[src/hdl/sacnf_pkg.sv]
// Shared types and constants for the sACN priority filter and RGB gatherer.
// Used by every module of the block; depends on nothing else.
package sacnf_pkg;

    // Sizes and limits
    localparam int LED_COUNT_DEF = 64;
    localparam int SLOT_MAX      = 512;
    localparam int CFG_IDX_W     = 3;
    localparam int CFG_DATA_W    = 16;
    localparam logic [15:0] ELAPSED_MAX = 16'hFFFF;

    // Register reset values
    localparam logic [15:0] UNIVERSE_RST  = 16'd1;
    localparam logic [9:0]  START_RST     = 10'd1;
    localparam logic [15:0] HOLD_MS_RST   = 16'd2500;
    localparam logic [15:0] KEEPALIVE_RST = 16'd5000;

    // Register indexes on the configuration port
    localparam logic [CFG_IDX_W-1:0] REG_ENABLE    = 3'd0;
    localparam logic [CFG_IDX_W-1:0] REG_UNIVERSE  = 3'd1;
    localparam logic [CFG_IDX_W-1:0] REG_START     = 3'd2;
    localparam logic [CFG_IDX_W-1:0] REG_HOLD      = 3'd3;
    localparam logic [CFG_IDX_W-1:0] REG_KEEPALIVE = 3'd4;

    // Input operation codes
    localparam logic [1:0] OP_HEADER = 2'd0;
    localparam logic [1:0] OP_SLOT   = 2'd1;
    localparam logic [1:0] OP_TICK   = 2'd2;

    // Result kinds
    localparam logic [1:0] KIND_VERDICT = 2'd0;
    localparam logic [1:0] KIND_LED     = 2'd1;
    localparam logic [1:0] KIND_TICK    = 2'd2;

    typedef struct packed {
        logic [1:0]  operation;
        logic [15:0] packet_universe;
        logic [7:0]  packet_priority;
        logic [9:0]  slot_index;
        logic [7:0]  slot_value;
        logic        slot_last;
    } t_in_word;

    typedef struct packed {
        logic [1:0] result_kind;
        logic       accepted;
        logic [5:0] led_index;
        logic [7:0] red;
        logic [7:0] green;
        logic [7:0] blue;
        logic       receiver_active;
        logic       run_end;
    } t_out_word;

    typedef struct packed {
        logic        enable;
        logic [15:0] universe_number;
        logic [9:0]  start_address;
        logic [15:0] hold_ms;
        logic [15:0] keepalive_ms;
    } t_cfg;

endpackage

[src/hdl/sacn_priority_filter_dmx_to_rgb_unit.sv]
// sACN receive filter: drops off-universe or lower-priority packets and
// gathers accepted slot bytes into RGB LED words. Each result is registered
// in the output queue; input takes one word a cycle while the queue has room.
// The last slot of a short packet stalls input while the flush sequencer
// emits one black LED a cycle as long as the queue has room.
// Synchronous active-low reset clears control state and configuration.
module sacn_priority_filter_dmx_to_rgb_unit
    import sacnf_pkg::*;
#(
    parameter int LED_COUNT = LED_COUNT_DEF
) (
    input  logic                  i_clk,
    input  logic                  i_rst_n,
    input  logic                  i_in_valid,
    output logic                  o_in_ready,
    input  t_in_word              i_in_word,
    output logic                  o_out_valid,
    input  logic                  i_out_ready,
    output t_out_word             o_out_word,
    input  logic                  i_cfg_valid,
    output logic                  o_cfg_ready,
    input  logic [CFG_IDX_W-1:0]  i_cfg_index,
    input  logic [CFG_DATA_W-1:0] i_cfg_data
);

    t_cfg      cfg;
    logic      room;
    logic      push;
    t_out_word word;

    sacnf_cfg u_cfg (
        .i_clk       (i_clk),
        .i_rst_n     (i_rst_n),
        .i_cfg_valid (i_cfg_valid),
        .o_cfg_ready (o_cfg_ready),
        .i_cfg_index (i_cfg_index),
        .i_cfg_data  (i_cfg_data),
        .o_cfg       (cfg)
    );

    sacnf_core #(
        .LED_COUNT (LED_COUNT)
    ) u_core (
        .i_clk      (i_clk),
        .i_rst_n    (i_rst_n),
        .i_cfg      (cfg),
        .i_in_valid (i_in_valid),
        .o_in_ready (o_in_ready),
        .i_in_word  (i_in_word),
        .i_room     (room),
        .o_push     (push),
        .o_word     (word)
    );

    sacnf_outq u_outq (
        .i_clk   (i_clk),
        .i_rst_n (i_rst_n),
        .i_push  (push),
        .i_word  (word),
        .o_room  (room),
        .o_valid (o_out_valid),
        .i_ready (i_out_ready),
        .o_word  (o_out_word)
    );

endmodule

[src/hdl/sacnf_cfg.sv]
// Configuration register file of the sACN filter.
// Depends on sacnf_pkg for register indexes and reset values.
module sacnf_cfg
    import sacnf_pkg::*;
(
    input  logic                  i_clk,
    input  logic                  i_rst_n,
    input  logic                  i_cfg_valid,
    output logic                  o_cfg_ready,
    input  logic [CFG_IDX_W-1:0]  i_cfg_index,
    input  logic [CFG_DATA_W-1:0] i_cfg_data,
    output t_cfg                  o_cfg
);

    t_cfg r_cfg;

    // Always take a write; unknown indexes are dropped
    assign o_cfg_ready = 1'b1;
    assign o_cfg       = r_cfg;

    always_ff @(posedge i_clk) begin
        if (!i_rst_n) begin
            r_cfg.enable          <= 1'b0;
            r_cfg.universe_number <= UNIVERSE_RST;
            r_cfg.start_address   <= START_RST;
            r_cfg.hold_ms         <= HOLD_MS_RST;
            r_cfg.keepalive_ms    <= KEEPALIVE_RST;
        end else if (i_cfg_valid) begin
            unique case (i_cfg_index)
                REG_ENABLE:    r_cfg.enable          <= i_cfg_data[0];
                REG_UNIVERSE:  r_cfg.universe_number <= i_cfg_data;
                REG_START:     r_cfg.start_address   <= i_cfg_data[9:0];
                REG_HOLD:      r_cfg.hold_ms         <= i_cfg_data;
                REG_KEEPALIVE: r_cfg.keepalive_ms    <= i_cfg_data;
                default: begin
                end
            endcase
        end
    end

endmodule

[src/hdl/sacnf_core.sv]
// Packet filter, slot gatherer and black-LED flush sequencer.
// Depends on sacnf_pkg; feeds words into the output queue.
module sacnf_core
    import sacnf_pkg::*;
#(
    parameter int LED_COUNT = LED_COUNT_DEF
) (
    input  logic      i_clk,
    input  logic      i_rst_n,
    input  t_cfg      i_cfg,
    input  logic      i_in_valid,
    output logic      o_in_ready,
    input  t_in_word  i_in_word,
    input  logic      i_room,
    output logic      o_push,
    output t_out_word o_word
);

    localparam int LW = $clog2(LED_COUNT + 1);

    logic [7:0]    r_prio,      n_prio;
    logic [15:0]   r_elapsed,   n_elapsed;
    logic          r_ever,      n_ever;
    logic          r_open,      n_open;
    logic [LW-1:0] r_next_led,  n_next_led;
    logic [1:0]    r_phase,     n_phase;
    logic [7:0]    r_red,       n_red;
    logic [7:0]    r_green,     n_green;
    logic          r_flush,     n_flush;
    logic [LW-1:0] r_flush_led, n_flush_led;

    logic          accept;
    logic [9:0]    start_eff;
    logic [11:0]   chan;
    logic          capture;
    logic          complete;
    logic [LW-1:0] led_after;
    logic          flush_needed;
    logic [LW-1:0] flush_first;
    logic          seq_start;
    logic          hdr_ok;

    // Stall input while flushing black LEDs or when the queue is full
    assign o_in_ready = i_room && !r_flush;
    assign accept     = i_in_valid && o_in_ready;

    // Expected slot of the current colour and header verdict
    assign start_eff = (i_cfg.start_address == 10'd0) ? 10'd1 : i_cfg.start_address;
    assign chan      = 12'(start_eff) + 12'(r_next_led) + (12'(r_next_led) << 1);
    assign capture   = (r_next_led < LW'(LED_COUNT))
                    && ((chan + 12'd2) <= 12'(SLOT_MAX))
                    && (12'(i_in_word.slot_index) == chan + 12'(r_phase));
    assign complete     = capture && (r_phase == 2'd2);
    assign led_after    = r_next_led + LW'(complete);
    assign flush_needed = i_in_word.slot_last && (led_after < LW'(LED_COUNT));
    assign flush_first  = complete ? led_after : led_after + LW'(1);
    assign seq_start    = flush_needed && (flush_first < LW'(LED_COUNT));
    assign hdr_ok = i_cfg.enable
                 && (i_in_word.packet_universe == i_cfg.universe_number)
                 && !((i_in_word.packet_priority < r_prio) && (r_elapsed < i_cfg.hold_ms));

    always_comb begin
        n_prio      = r_prio;
        n_elapsed   = r_elapsed;
        n_ever      = r_ever;
        n_open      = r_open;
        n_next_led  = r_next_led;
        n_phase     = r_phase;
        n_red       = r_red;
        n_green     = r_green;
        n_flush     = r_flush;
        n_flush_led = r_flush_led;
        o_push      = 1'b0;
        o_word      = '0;

        if (r_flush) begin
            // Emit one black LED a cycle, while the queue has room, until the strip is complete
            if (i_room) begin
                o_push             = 1'b1;
                o_word.result_kind = KIND_LED;
                o_word.led_index   = 6'(r_flush_led);
                o_word.run_end     = (r_flush_led == LW'(LED_COUNT - 1));
                if (r_flush_led == LW'(LED_COUNT - 1)) begin
                    n_flush = 1'b0;
                end else begin
                    n_flush_led = r_flush_led + LW'(1);
                end
            end
        end else if (accept) begin
            unique case (i_in_word.operation)
                OP_HEADER: begin
                    o_push             = 1'b1;
                    o_word.result_kind = KIND_VERDICT;
                    o_word.accepted    = hdr_ok;
                    o_word.run_end     = 1'b1;
                    if (hdr_ok) begin
                        n_prio     = i_in_word.packet_priority;
                        n_elapsed  = '0;
                        n_ever     = 1'b1;
                        n_open     = 1'b1;
                        n_next_led = '0;
                        n_phase    = '0;
                    end
                end
                OP_SLOT: begin
                    if (i_cfg.enable && r_open) begin
                        // Gather the colour byte in order
                        if (capture) begin
                            unique case (r_phase)
                                2'd0: begin
                                    n_red   = i_in_word.slot_value;
                                    n_phase = 2'd1;
                                end
                                2'd1: begin
                                    n_green = i_in_word.slot_value;
                                    n_phase = 2'd2;
                                end
                                default: begin
                                    o_push             = 1'b1;
                                    o_word.result_kind = KIND_LED;
                                    o_word.led_index   = 6'(r_next_led);
                                    o_word.red         = r_red;
                                    o_word.green       = r_green;
                                    o_word.blue        = i_in_word.slot_value;
                                    o_word.run_end     = 1'b1;
                                    n_next_led         = led_after;
                                    n_phase            = 2'd0;
                                end
                            endcase
                        end
                        // Close the packet and start the black flush
                        if (i_in_word.slot_last) begin
                            if (!complete && flush_needed) begin
                                o_push             = 1'b1;
                                o_word.result_kind = KIND_LED;
                                o_word.led_index   = 6'(led_after);
                            end
                            o_word.run_end = !seq_start;
                            n_flush        = seq_start;
                            n_flush_led    = flush_first;
                            n_open         = 1'b0;
                            n_phase        = 2'd0;
                            n_next_led     = led_after;
                        end
                    end
                end
                OP_TICK: begin
                    o_push             = 1'b1;
                    o_word.result_kind = KIND_TICK;
                    o_word.run_end     = 1'b1;
                    if (r_elapsed != ELAPSED_MAX) begin
                        n_elapsed = r_elapsed + 16'd1;
                    end
                end
                default: begin
                end
            endcase
        end

        // Keepalive status as seen after this word
        o_word.receiver_active = i_cfg.enable && n_ever && (n_elapsed < i_cfg.keepalive_ms);
    end

    always_ff @(posedge i_clk) begin
        if (!i_rst_n) begin
            r_prio      <= '0;
            r_elapsed   <= ELAPSED_MAX;
            r_ever      <= 1'b0;
            r_open      <= 1'b0;
            r_next_led  <= '0;
            r_phase     <= '0;
            r_flush     <= 1'b0;
            r_flush_led <= '0;
        end else begin
            r_prio      <= n_prio;
            r_elapsed   <= n_elapsed;
            r_ever      <= n_ever;
            r_open      <= n_open;
            r_next_led  <= n_next_led;
            r_phase     <= n_phase;
            r_flush     <= n_flush;
            r_flush_led <= n_flush_led;
        end
    end

    // Colour holding bytes carry no reset
    always_ff @(posedge i_clk) begin
        r_red   <= n_red;
        r_green <= n_green;
    end

endmodule

[src/hdl/sacnf_outq.sv]
// Two-entry result queue that decouples output stalls from input ready.
// Depends on sacnf_pkg for the result word type.
module sacnf_outq
    import sacnf_pkg::*;
(
    input  logic      i_clk,
    input  logic      i_rst_n,
    input  logic      i_push,
    input  t_out_word i_word,
    output logic      o_room,
    output logic      o_valid,
    input  logic      i_ready,
    output t_out_word o_word
);

    t_out_word  r_mem [2];
    logic       r_wr;
    logic       r_rd;
    logic [1:0] r_count;
    logic       push;
    logic       pop;

    assign o_room  = (r_count != 2'd2);
    assign o_valid = (r_count != 2'd0);
    assign o_word  = r_mem[r_rd];
    assign push    = i_push && o_room;
    assign pop     = o_valid && i_ready;

    // Advance pointers and occupancy
    always_ff @(posedge i_clk) begin
        if (!i_rst_n) begin
            r_wr    <= 1'b0;
            r_rd    <= 1'b0;
            r_count <= 2'd0;
        end else begin
            if (push) begin
                r_wr <= ~r_wr;
            end
            if (pop) begin
                r_rd <= ~r_rd;
            end
            r_count <= r_count + 2'(push) - 2'(pop);
        end
    end

    // Store the word
    always_ff @(posedge i_clk) begin
        if (push) begin
            r_mem[r_wr] <= i_word;
        end
    end

endmodule

[config.mk]
export PLATFORM = sky130hd
export DESIGN_NAME = sacn_priority_filter_dmx_to_rgb_unit
export DESIGN_NICKNAME = d
export VERILOG_FILES = /design/src/hdl/sacnf_pkg.sv /design/src/hdl/sacn_priority_filter_dmx_to_rgb_unit.sv /design/src/hdl/sacnf_cfg.sv /design/src/hdl/sacnf_core.sv /design/src/hdl/sacnf_outq.sv
export SDC_FILE = /design/constraint.sdc
export NUM_CORES = 1
export LEC_CHECK = 0
export BUFFER_PORTS_ARGS = -buffer_cell sky130_fd_sc_hd__buf_2
export CORE_ASPECT_RATIO = 0.8
export CORE_MARGIN = 2
export CORE_UTILIZATION = 40
export CTS_BUF_LIST = sky130_fd_sc_hd__clkbuf_16
export DETAILED_ROUTE_END_ITERATION = 10
export PLACE_DENSITY = 0.58
export SYNTH_ARGS = -nofsm -noshare
export SYNTH_HDL_FRONTEND = slang
export SYNTH_SLANG_ARGS = --single-unit
[constraint.sdc]
create_clock -name i_clk -period 20.6 [get_ports i_clk]
set_clock_uncertainty 0.05 [all_clocks]
set_input_delay 2.06 -clock i_clk [delete_from_list [all_inputs] [get_ports i_clk]]
set_output_delay 2.06 -clock i_clk [all_outputs]
set_load 0.1 [all_outputs]
==> results.tsv, run 1 <==
metric	value	unit
power.share.clock	0.328	
cts_buffer_depth	2	
combPwrFrac	0.259	
antennaDiodeCount	0	
hold_viol	0	
ioPinCount	107	
placed_area	11700	um^2
hpwl	19800	um
netlist_instances	1170	
layout-drive-gt1-share	0.171	
first_iter_violations	699	
ys.flop_type	dfxtp_1	
critPathMaxFanout	35	
rows	53	
rsz0062_at_grt	no	
hold_class	reg -> reg	
arrival	7.48	ns
slew_violations	0	
timing.fmax	134	MHz
p_sw_frac	0.362	
cts_tree	yes	
p_seq_frac	0.412	
synth_top_area_share	0.237	
wl_per_cell	16.7	um
cellLeakagePower	4.57	nW
grt_pass1_wl	43100	um
drt-total-wl	27000	um
initial_core_util	0.410	
tns	0	ns
synth_most_common_cell	nand2_1	
yosysWarnings	0	
criticalPathCategory	reg -> reg	
netlist.top_cell.by_area	edfxtp_1	
vias_per_cell	5.33	
drc	0	
period_minus_slack	7.47	ns
grt_max_degree	63	
area_delta_synth_final	13.2	%
synth-seq-cells	193	
overflow	0	
htreeDepth	4	
synth_nets	1306	
die_area	28500	um^2
antenna_found_initial	0	
final_net_count	1382	
cap_violations	0	
core	26500	um^2
port_buffers	105	
drtPass1Iterations	5	
synth_area_leaders	edfxtp_1 24%, dfxtp_1 20%, ha_1 7.4%, nand2_1 5.9%, a21oi_1 4.4%	
clk_pin_slew	0.07	ns
status	completed	
synthesis.area	10900	um^2
clock-sinks	193	
ir_worst_vdd	67.4	uV
busiest_layer	met1	
antenna_left	0	
async_flop_share	0	
yosysUniqueCellTypes	82	
gp_congestion	0.889	
cts_resized	0	
ctsHoldBuffers	0	
crit_path_end_kind	register	
register_area	4720	um^2
cts_buffers	17	
die_w	188	um
fin_area	12300	um^2
start_kind	register	
die_y	151	um
ys_seq_area_frac	0.434	
required	20.61	ns
n_fill_cell	2566	
power.switching	0.367	mW
maxSlewHeadroom	0.271	
grt_util_met3	0.0431	
period_share	0.363	
multi_input_area	5740	um^2
internal-power	0.648	mW
grtUsageTotal	0.194	
worst_pin_slew	1.09	ns
post-cts-setup-buffers	0	
routed-via-count	8612	
pwr_density_cell	82.5	nW/um^2
setup_violations	0	
met2_usage	0.286	
synth_edf_count	86	
root_buffer	clkbuf_16	
synthTopCellsByCount	171 x nand2_1, 107 x dfxtp_1, 95 x a21oi_1, 86 x edfxtp_1, 69 x nor2_1	
syn_area_per_cell	9.29	um^2
clk_latency	0.45	ns
met1_usage	0.288	
grt_pass1_vias	8009	
[through the flow]
step / total power [mW] / cells / hold slack, ns / util / setup slack [ns]
2_1_floorplan: 0.640 / 1170 / 0.376 / - / 13.28
3_3_place_gp: 0.689 / 1584 / 0.393 / 0.441 / 13.37
3_5_place_dp: 0.691 / 1584 / 0.397 / 0.441 / 13.15
4_1_cts: 1.03 / 1616 / 0.408 / 0.464 / 13.08
5_1_grt: 1.06 / 1616 / 0.426 / 0.464 / 12.41
6_report: 1.01 / 1616 / 0.407 / 0.464 / 13.13
[area by class of cell]
type | count | share of cell area
Sequential cell | 193 | 0.384
Clock buffer | 17 | 0.0346
Clock inverter | 15 | 0.0142
Multi-Input combinational cell | 862 | 0.467
Timing Repair Buffer | 109 | 0.0451
Tap cell | 357 | 0.0363
Inverter | 63 | 0.0192
[worst paths after layout]
kind	startpoint	end	slack, ns	cells past startpoint
max	u_cfg.o_cfg[36]	u_outq.r_mem[1][33]	13.13	27
min	u_cfg.o_cfg[26]	u_cfg.o_cfg[26]	0.41	2
max reg2reg	u_cfg.o_cfg[36]	u_outq.r_mem[1][33]	13.13	27
min reg2reg	u_cfg.o_cfg[26]	u_cfg.o_cfg[26]	0.41	2
[registers in the layout, summed over array words and instances, names as in the netlist, 2 cells and up, named ones only]
register / count
u_outq.r_count: 2
u_cfg.o_cfg: 59
u_core.r_prio: 8
u_outq.r_mem: 70
u_core.r_green: 8
u_core.r_red: 8
u_core.r_flush_led: 7
u_core.r_phase: 2
u_core.r_next_led: 7
u_core.r_elapsed: 16
[layer usage]
layer / vias up / share of wire / routed length (um)
li1: 4325 / - / -
met1: 4036 / 0.52 / 13900
met2: 229 / 0.42 / 11200
met3: 22 / 0.057 / 1530
met4: 0 / 0.011 / 290
met5: - / 0 / 0
[cell families after synthesis]
| kind of cell | synth area share |
|---|---|
| buffers and inverters | 0.0402 |
| AO/OA/AOI/OAI | 0.152 |
| XOR/XNOR | 0.0490 |
| flip-flops | 0.434 |
| multiplexers | 0.0534 |
| adder cells (fa/ha/maj) | 0.0792 |
| other | 0.000345 |
| AND/OR/NAND/NOR | 0.192 |
[placed cells by master (no fill, tap or decap), types with 8 or more instances in the layout]
master     instances
mux2_2            38
a21o_1            15
buf_2            105
a31oi_1           11
ha_1              64
xnor2_1           27
and2_1            31
edfxtp_1          86
nand4_1           14
and3_1            12
clkbuf_16         17
nand2b_1          10
o211ai_1          25
o21ai_1            9
nor3_1            23
nand3_1           38
nand2_1          171
nor2_1            67
dfxtp_1          107
o21ai_0           47
a21oi_1           95
inv_1             62
xor2_1            25
or2_2             15
or4_1              8
mux2i_1           13
[power groups by stage]
stage          logic, mW  clock network, mW  registers (mW)
6_report           0.263              0.333           0.419
5_1_grt            0.281              0.357           0.420
4_1_cts            0.264              0.343           0.418
3_5_place_dp       0.263                  0           0.427
3_3_place_gp       0.262                  0           0.427
2_1_floorplan      0.215                  0           0.425
[critical path: stages, from the launching register on]
cell and delay [ns]:
dfxtp_1 0.33, nor4_1 0.30, a41o_1 0.23, ha_1 0.19
inv_1 0.06, fa_1 0.39, nand2b_1 0.18, a21oi_1 0.26
or2_2 0.17, xor2_1 0.15, ha_1 0.34, xor2_1 0.18
o21ai_1 0.12, a2111oi_4 0.53, nand4_1 0.19, a31o_2 0.26
mux2_2 0.29, nor3b_1 0.14, o2111ai_1 0.39, nor3_1 0.12
ha_1 0.21, nand4_1 0.23, nor2_1 0.11, xnor2_1 0.36
nand2_1 0.16, nand3_1 0.11, o21ai_1 0.17, nor2_4 0.86
Note: power is estimated with default switching activity, not from simulation.
==> run 2, diff against run 1 <==
==> constraint.sdc (replaced) <==
create_clock -name i_clk -period 7.7 [get_ports i_clk]
set_clock_uncertainty 0.05 [all_clocks]
set_input_delay 0.77 -clock i_clk [delete_from_list [all_inputs] [get_ports i_clk]]
set_output_delay 0.77 -clock i_clk [all_outputs]
set_load 0.1 [all_outputs]
==> results.tsv, run 2 (synthesis gave the netlist of run 1 again) <==
metric	value	unit
finalPower	2.72	mW
rows	53	
ioPinCount	107	
setup_violations	0	
ctsHoldBuffers	0	
r2r_slack	0.57	ns
clock-sinks	193	
antennaDiodeCount	0	
die_y	151	um
register_area	4720	um^2
initial_core_util	0.410	
crit_path_end_kind	register	
layout-drive-gt1-share	0.178	
slew_violations	0	
antenna_left	0	
largest_reg_flops	70	
cp.buffers_inverters	2	
hpwl	19800	um
cts_buffers	17	
pwr_density_cell	219	nW/um^2
final_cell_mix	171 x nand2_1, 107 x dfxtp_1, 105 x buf_2	
arrival	7.38	ns
vias_per_cell	5.36	
period_share	0.926	
clk_latency	0.45	ns
core	26500	um^2
fin_area	12400	um^2
status	completed	
tns	0	ns
ir_worst_vdd	155	uV
crit_start	u_cfg.o_cfg[36]	
antenna_found_initial	0	
hold_viol	0	
hp-start	u_cfg.o_cfg[5]	
placed_area	11800	um^2
die_w	188	um
final_common_cell	nand2_1	
die_area	28500	um^2
critPathTopFamily	simple AND/OR/NAND/NOR gates	
slowest_stage	a2111oi_2	
finalWorstSetupSlack	0.574	ns
drc	0	
first_iter_violations	583	
clk_pin_slew	0.07	ns
gp_congestion	0.879	
critPathMaxFanout	6	
grt_pass1_vias	8051	
cts_buffer_depth	2	
hold_class	reg -> reg	
drtPass1Iterations	5	
whs	0.405	ns
cellLeakagePower	4.63	nW
max_stage_delay	0.54	ns
n_fill_cell	2570	
grt_pass1_wl	43200	um
maxSlewHeadroom	0.288	
cp_common_cell	ha_1	
root_buffer	clkbuf_16	
wl_per_cell	16.6	um
htreeDepth	4	
overflow	0	
top_register	u_outq.r_mem	
timing.fmax	140	MHz
port_buffers	105	
start_kind	register	
cap_violations	0	
worst_pin_slew	1.06	ns
rsz0062_at_grt	no	
grt_max_degree	82	
drt-total-wl	27000	um
area_delta_synth_final	14.1	%
final_net_count	1391	
period_minus_slack	7.13	ns
multi_input_area	5760	um^2
dp_slack	0.542	ns
grtUsageTotal	0.194	
reg2reg_from	u_cfg.o_cfg[36]	
routed-via-count	8706	
required	7.95	ns
cts_tree	yes	
criticalPathCategory	reg -> reg	
run 2: area by class of cell:
type | instances | area share
tap | 357 | 0.0360
clock inverter | 15 | 0.0139
timing repair buffer | 118 | 0.0522
sequential | 193 | 0.381
clock buffer | 17 | 0.0343
multi-input combinational | 862 | 0.464
inverter | 63 | 0.0191
run 2: worst register-to-register path: cells and delay by family, from the launching register on:
family / cells / cell delay, ns
and+or+nand+nor: 12 / 2.38
AOI/OAI and AO/OA: 6 / 1.73
adders and majority gates: 5 / 1.36
xor gates and xnor gates: 6 / 0.99
DFF: 1 / 0.33
buffers and inverters: 2 / 0.15
run 2: final timing paths:
path	cells after the start	to
worst max-delay path	31	u_outq.r_count[1]
worst min-delay path	2	u_cfg.o_cfg[5]
worst max register to register	31	u_outq.r_count[1]
worst min register to register	2	u_cfg.o_cfg[5]
run 2: where the power goes:
group          switching, mW  internal [mW]  leakage [nW]
Sequential            0.0282           1.10          1.63
Combinational          0.526          0.176          2.71
Clock                  0.430          0.463         0.294
Total                  0.984           1.74          4.63
run 2: what timing repair did:
action                                  4_1_cts  5_1_grt
endpoints found under the setup margin        0       58
buffers inserted                              0        5
gates resized for setup                       0        3
run 2: metal layers:
metal / vias up / track usage / wire (um)
met3: 19 / 0.0373 / 1730
met4: 0 / 0.0391 / 210
met2: 262 / 0.290 / 11200
li1: 4349 / - / -
met5: - / 0 / 0
met1: 4076 / 0.290 / 13800
run 2: metrics by stage:
stage                     std cells   util
after detailed placement       1588  0.443
after floorplan                1170      -
after CTS                      1620  0.466
final                          1625  0.468
after global placement         1588  0.443
after global routing           1625  0.468
